===== src/hw/rtl/cidf_pkg.sv =====
package cidf_pkg;

    localparam int OP_W     = 3;
    localparam int PROC_W   = 22;
    localparam int CHAN_W   = 16;
    localparam int BUS_W    = 8;
    localparam int ID_W     = 16;
    localparam int STATUS_W = 3;
    localparam int SIDX_W   = 4;
    localparam int NODE_W   = 8;

    // A route request reports at most this many matching slots.
    localparam int RESULT_CAP = 16;

    typedef enum logic [OP_W-1:0] {
        OP_ADD_CONN  = 3'd0,
        OP_DEL_CONN  = 3'd1,
        OP_ADD_ID    = 3'd2,
        OP_DEL_ID    = 3'd3,
        OP_ROUTE     = 3'd4
    } op_t;

    typedef enum logic [STATUS_W-1:0] {
        ST_OK          = 3'd0,
        ST_NOT_FOUND   = 3'd1,
        ST_FULL        = 3'd2,
        ST_BAD_BUS     = 3'd3,
        ST_BAD_KEY     = 3'd4,
        ST_FILTER_FULL = 3'd5
    } status_t;

    // Decoded command kind handed from the front end to the table engine.
    typedef enum logic [2:0] {
        K_ERR,
        K_ADD,
        K_DEL,
        K_ADDF,
        K_DELF,
        K_ROUTE
    } kind_t;

    typedef struct packed {
        kind_t             kind;
        logic [PROC_W-1:0] proc;
        logic [CHAN_W-1:0] chan;
        logic              bus_ok;
        logic [ID_W-1:0]   id;
    } cmd_t;

    typedef enum logic [2:0] {
        B_IDLE,
        B_EXEC,
        B_FMOD,
        B_SCAN,
        B_RFIN
    } bstate_t;

endpackage


===== src/hw/rtl/cidf_in_if.sv =====
interface cidf_in_if
    import cidf_pkg::*;
();
    logic              valid;
    logic              ready;
    logic [OP_W-1:0]   operation;
    logic [PROC_W-1:0] process_number;
    logic [CHAN_W-1:0] channel_number;
    logic [BUS_W-1:0]  bus_number;
    logic [ID_W-1:0]   message_id;

    modport source (
        output valid, operation, process_number, channel_number, bus_number, message_id,
        input  ready
    );
    modport sink (
        input  valid, operation, process_number, channel_number, bus_number, message_id,
        output ready
    );
endinterface


===== src/hw/rtl/cidf_front.sv =====
module cidf_front
    import cidf_pkg::*;
#(
    parameter int BUS_PORTS = 4
) (
    input  logic   clk,
    input  logic   rst_n,
    cidf_in_if.sink in_ch,
    output logic   cmd_valid,
    output cmd_t   cmd,
    input  logic   cmd_pop
);

    cmd_t       q_reg [2];
    logic       wr_ptr_reg, wr_ptr_next;
    logic       rd_ptr_reg, rd_ptr_next;
    logic [1:0] cnt_reg, cnt_next;
    cmd_t       dec;
    logic       push;
    logic       bad_key;

    // Classify the request; a malformed request reaches the engine as K_ERR.
    always_comb
    begin
        bad_key    = (in_ch.process_number == '0) || (in_ch.channel_number == '0);
        dec.proc   = in_ch.process_number;
        dec.chan   = in_ch.channel_number;
        dec.id     = in_ch.message_id;
        dec.bus_ok = (32'(in_ch.bus_number) < 32'(BUS_PORTS));
        dec.kind   = K_ERR;
        case (op_t'(in_ch.operation))
            OP_ADD_CONN: dec.kind = bad_key ? K_ERR : K_ADD;
            OP_DEL_CONN: dec.kind = bad_key ? K_ERR : K_DEL;
            OP_ADD_ID:   dec.kind = (bad_key || in_ch.message_id == '0) ? K_ERR : K_ADDF;
            OP_DEL_ID:   dec.kind = (bad_key || in_ch.message_id == '0) ? K_ERR : K_DELF;
            OP_ROUTE:    dec.kind = (in_ch.message_id == '0) ? K_ERR : K_ROUTE;
            default:     dec.kind = K_ERR;
        endcase
    end

    assign in_ch.ready = (cnt_reg != 2'd2);
    assign push        = in_ch.valid && in_ch.ready;
    assign cmd_valid   = (cnt_reg != 2'd0);
    assign cmd         = q_reg[rd_ptr_reg];

    always_comb
    begin
        wr_ptr_next = push ? ~wr_ptr_reg : wr_ptr_reg;
        rd_ptr_next = cmd_pop ? ~rd_ptr_reg : rd_ptr_reg;
        cnt_next    = cnt_reg + 2'(push) - 2'(cmd_pop);
    end

    always_ff @(posedge clk or negedge rst_n)
    begin
        if (!rst_n)
        begin
            wr_ptr_reg <= 1'b0;
            rd_ptr_reg <= 1'b0;
            cnt_reg    <= 2'd0;
        end
        else
        begin
            wr_ptr_reg <= wr_ptr_next;
            rd_ptr_reg <= rd_ptr_next;
            cnt_reg    <= cnt_next;
        end
    end

    always_ff @(posedge clk)
    begin
        if (push)
        begin
            q_reg[wr_ptr_reg] <= dec;
        end
    end

endmodule


===== src/flat_wrapper.sv =====
// flat-port wrapper written by rule: the top's interface ports become plain ports
module cidf_front_flat import cidf_pkg::*;
#(
    parameter int BUS_PORTS = 4
)
  (clk, rst_n, cmd_valid, cmd, cmd_pop, in_ch_valid, in_ch_operation, in_ch_process_number, in_ch_channel_number, in_ch_bus_number, in_ch_message_id, in_ch_ready);
  cidf_in_if in_ch_i ();
  input  logic clk;
  input  logic rst_n;
  output logic cmd_valid;
  output cmd_t cmd;
  input  logic cmd_pop;
  input wire logic [$bits(in_ch_i.valid)-1:0] in_ch_valid;
  input wire logic [$bits(in_ch_i.operation)-1:0] in_ch_operation;
  input wire logic [$bits(in_ch_i.process_number)-1:0] in_ch_process_number;
  input wire logic [$bits(in_ch_i.channel_number)-1:0] in_ch_channel_number;
  input wire logic [$bits(in_ch_i.bus_number)-1:0] in_ch_bus_number;
  input wire logic [$bits(in_ch_i.message_id)-1:0] in_ch_message_id;
  output wire logic [$bits(in_ch_i.ready)-1:0] in_ch_ready;
  assign in_ch_i.valid = in_ch_valid;
  assign in_ch_i.operation = in_ch_operation;
  assign in_ch_i.process_number = in_ch_process_number;
  assign in_ch_i.channel_number = in_ch_channel_number;
  assign in_ch_i.bus_number = in_ch_bus_number;
  assign in_ch_i.message_id = in_ch_message_id;
  assign in_ch_ready = in_ch_i.ready;
  cidf_front #(.BUS_PORTS(BUS_PORTS)) u_core (.clk(clk), .rst_n(rst_n), .in_ch(in_ch_i), .cmd_valid(cmd_valid), .cmd(cmd), .cmd_pop(cmd_pop));
endmodule

===== config.mk =====
export PLATFORM = sky130hd
export DESIGN_NAME = cidf_front_flat
export DESIGN_NICKNAME = d
export VERILOG_FILES = /design/src/hw/rtl/cidf_pkg.sv /design/src/hw/rtl/cidf_in_if.sv /design/src/hw/rtl/cidf_front.sv /design/src/flat_wrapper.sv
export SDC_FILE = /design/constraint.sdc
export NUM_CORES = 1
export LEC_CHECK = 0
export BUFFER_PORTS_ARGS = -buffer_cell sky130_fd_sc_hd__buf_4
export CORE_MARGIN = 5
export CORE_UTILIZATION = 42
export CTS_CLUSTER_DIAMETER = 100
export CTS_CLUSTER_SIZE = 25
export DETAILED_ROUTE_END_ITERATION = 8
export PLACE_DENSITY = 0.66
export RECOVER_POWER = 50
export SKIP_CTS_REPAIR_TIMING = 1
export SLEW_MARGIN = 30
export SYNTH_ARGS = -nofsm -noshare
export SYNTH_HDL_FRONTEND = slang
export SYNTH_SLANG_ARGS = --single-unit

===== constraint.sdc =====
create_clock -name clk -period 6.2 [get_ports clk]
set_input_delay 0.31 -clock clk [delete_from_list [all_inputs] [get_ports clk]]
set_output_delay 0.31 -clock clk [all_outputs]
set_load 0.02 [all_outputs]

== Word level (Yosys, flattened, before mapping) ==
Memories as Yosys holds them, arrays and structs flattened.
Index checks and enable logic that the tools add are counted.
Storage, ports and cells
  flip-flop bits (word level): 4
  memory bits (writable): 116
  output and inout port bits: 60
  word-level logic and storage cells: 30
  memories kept: 1
Memories
  u_core.q_reg: depth 2, bits a word 58, rd ports 1, clocked after memory_dff 0, wr ports 1, line cidf_front.sv:14  | cmd_t q_reg [2];
Cells by class
  $add $sub $neg: 2
  $lt $le $gt $ge: 1
  equal/unequal tests: 5
  mux-type cells: 8
  bitwise operators: 2
  reduce and logical (&&, ||, !) cells: 8
Operators by type and width (count)
  16-bit zero test: 2
  22-bit zero test: 1
  3-bit one-hot mux with 5 select lines: 1
  8-bit by 3-bit < comparator with 1-bit output, second input constant: 1
  3-bit by 2-bit equality test with 1-bit output, second input constant: 2
  3-bit two-way mux: 2
  2-bit two-way mux: 2
  3-bit by 1-bit equality test with 1-bit output, second input constant: 1
  3-bit equality test, second input constant: 1
  3-bit zero test: 1
  1-bit two-way mux: 3
  2-bit by 1-bit adder with 2-bit output: 1
  1-bit logical OR: 2
  2-bit inequality test, second input constant: 1
  1-bit NOT: 2
  2-bit nonzero test: 1
  2-bit by 1-bit subtractor with 2-bit output: 1
  1-bit logical AND: 1

== Depth between registers and ports, before layout ==
  word-level depth: 5
  mapped depth: 7
  depth with buffers taken out: 7

== Worst setup path before layout ==
OpenSTA, ideal clock, no wires.
  kind: reg-to-reg
  start point: register u_core.cnt_reg[1]
  end point: memory u_core.q_reg[0][0] (netlist bit) (enable)
  library setup time: 0.474 ns
  arrival: 3.151 ns
  path slack: 2.574 ns
  cell stages (with the launch flop): 4
  clock period less this slack: 3.626 ns
  cells stage by stage: dfrtp_1 > nand2_1 > nand2_1 > nor2_1
Between the ends
  word-level cells in the longest chain between the ends: 4
Ends and longest elaborated chain
  start, declared: line cidf_front.sv:17  | logic [1:0] cnt_reg, cnt_next;
  start signal, assigned: line cidf_front.sv:65  | cnt_reg <= cnt_next;
  2-bit inequality test: line cidf_front.sv:41  | assign in_ch.ready = (cnt_reg != 2'd2);
  net in_ch_ready: line flat_wrapper.sv:19  | output wire logic [$bits(in_ch_i.ready)-1:0] in_ch_ready;
  1-bit logical AND: line cidf_front.sv:42  | assign push = in_ch.valid && in_ch.ready;
  1-bit two-way mux: line cidf_front.sv:71  | if (push)
  1-bit two-way mux (not written as such): line cidf_front.sv:73  | q_reg[wr_ptr_reg] <= dec;
  end, declared: line cidf_front.sv:14
The timed path passes the listed nets, and every way through them passes these cells.

==> impl_metrics.toml <==
[run]
maxCapViolCount = 2

[die]
die_area_sq_um = 13070
ios = 129
die_height_microns = 114.3
row_count = 38
start_util_pct = 42.56
dieWidth_microns = 114.3
core_sq_um = 10750

[clock_tree]
h-tree-depth = 4
cts_tree = "yes"
cts-root-buf = "clkbuf_8"
numCtsBuffers = 17
cts_sinks = 120
clock_path_buffers = 2
insertion_delay_ns = 0.50
clkSlewWorstSetupHoldPaths_ns = 0.05

[sta]
setup_violations = 0
period_needed_ns = 3.990
slew_headroom_pct = -126.5
worstMarginPinSlew_ns = 3.398
holdWs_ns = 0.09656
fmax_ghz = 0.2506
tns_ns = 0
final_max_slew_viol_count = 103
finalHoldViolCount = 0
skew_ns = 0.005776
period_share_pct = 64.36
worst_slack_ns = 2.210
rsz0062_at_grt = "false"

[global_routing]
track_usage_pct = 14.76
grt_pass1_vias = 2829
antenna_found_initial = 0
grt_first_pass_wirelength_microns = 14380
grt_max_degree = 59
gr-total-overflow = 0

[detailed_routing]
drcViolationCount = 0
dr.pass1.iters = 4
drt-initial-drc-count = 124
wire_per_inst_microns = 16.90
vias_per_cell = 4.757
antenna_left = 0
routed_wl_microns = 9753
vias = 2745

[place]
port_buffers = 126
place_ws_ns = 4.076
gp_congestion = 0.7412
dp.cells = 491
hpwl_microns = 5872

[logic_synthesis]
syn-instance-count = 229
synth_top_area_cell = "edfxtp_1"
yosysSeqAreaShare_pct = 78.36
ys_types = 26
syn_area_per_cell_sq_um = 19.97
synth_nets = 300
ys_top_cells_by_count = "edfxtp_1 (116), mux2_2 (59), nor4_1 (12)"
synth_top_area_share_pct = 76.17
synth_ff_type = "edfxtp_1"
synth-seq-cells = 120
synth_area_leaders = "edfxtp_1 (76%), mux2_2 (15%), dfrtp_1 (2.2%), nor4_1 (1.6%), o41ai_4 (0.60%)"
synth_warnings = 0
synth_edf_count = 116
syn_area_sq_um = 4573
yosysMostFrequentCell = "edfxtp_1"
async_reset_ff_share_pct = 3.333

[power]
p_sw_share_pct = 30.51
p_comb_share_pct = 33.1
pwr-share-seq_pct = 38.5
power.internal_w = 0.002144
p_sw_w = 0.0009413
p_per_area_nw_per_um2 = 469.8
ir_drop_uv = 246.2
leakage_nw = 2.355
total_power_w = 0.003085
clock_power_share_pct = 28.4

[final_layout]
layoutNonFillerInstCount = 577
fin_nets = 497
area_growth_pct = 43.58
antenna_cells = 0
largest_reg_flops = 116
layout-drive-gt1-share_pct = 36.61

[status]
status = "complete, but fails checks"
violations = "capacitance limit, slew limit"

[setup_path]
startpoint = "u_core.rd_ptr_reg$_DFFE_PN0P_"
arrival_ns = 3.68
path_class = "flop to primary output"
start_kind = "flop"
crit_fanout = 43
worstPathRequired_ns = 5.89
r2r-start = "u_core.cnt_reg[1]$_DFF_PN0_"
end_kind = "primary output"

[worst_hold_path]
hp-start = "in_ch_bus_number[7]"
hold_class = "input port to flop"
-- cells by family (layout without fill, tap and decap cells) --
| family | after synthesis | after routing | synth area share (%) |
|---|---|---|---|
| AO/OA/AOI/OAI | 4 | 4 | 1.122 |
| XOR/XNOR | 4 | 4 | 0.7662 |
| flip-flops | 120 | 120 | 78.36 |
| AND/OR/NAND/NOR | 29 | 29 | 3.721 |
| adder cells (fa/ha/maj) | 2 | 2 | 0.5471 |
| multiplexers | 59 | 59 | 14.53 |
| buffers and inverters | 11 | 219 | 0.9573 |
-- area by class of cell --
class	instances	area, sq um
timing repair buffer	185	1308
inverter	4	15.01
multi-input combinational	98	954.7
clock inverter	12	111.4
tap	140	175.2
clock buffer	18	417.9
fill	862	4179
sequential	120	3585
-- power by group through the flow --
stage               combinational, W  sequential (W)  clock (W)
CTS                          0.00102         0.00118   0.000898
global route                 0.00109         0.00121   0.000943
floorplan                   0.000630         0.00117          0
detailed placement           0.00102         0.00119          0
finish                       0.00102         0.00119   0.000876
global placement             0.00101         0.00118          0
-- layout by cell type, fill, tap and decap left out, drive strengths merged, types with 2 or more instances in the layout --
master       instances
xnor2                3
ha                   2
clkbuf              78
dfrtp                4
nand4                2
nor2                 2
mux2                59
bufinv               2
clkinvlp             3
clkinv               7
or4                  2
nor4                12
inv                  4
edfxtp             116
buf                 69
nand2                5
dlygate4sd3         56
nor3                 2
-- worst paths after layout --
path	to	slack, ns	cells past startpoint
worst max-delay path	cmd[40]	2.21	3
worst min-delay path	u_core.q_reg[0][16]$_DFFE_PP_	0.1	2
worst min register to register	u_core.cnt_reg[1]$_DFF_PN0_	0.51	1
max in group asynchronous	u_core.rd_ptr_reg$_DFFE_PN0P_	5.82	2
worst max register to register	u_core.q_reg[1][24]$_DFFE_PP_	2.62	3
min in group asynchronous	u_core.wr_ptr_reg$_DFFE_PN0P_	0.17	2
-- worst max-delay path, cell delays in order, from the launching register on --
cell,delay (ns)
dfrtp_2,0.61
clkbuf_1,1.86
mux2_2,0.48
buf_4,0.16
-- through the flow --
stage / area [sq um] / utilization (%)
final: 6566 / 61.11
after global routing: 6566 / 61.11
after CTS: 6227 / 57.95
after detailed placement: 5698 / 53.03
after global placement: 5698 / 53.03
after floorplan: 4573 / -
-- per-layer routing --
layer / vias up / track usage, % / routed length (microns)
li1: 1311 / - / -
met1: 1332 / 17.33 / 3868
met2: 89 / 24.86 / 5110
met3: 13 / 4.968 / 630
met4: 0 / 6.176 / 144
met5: - / 0 / 0
Power figures use the tool's default switching activity.
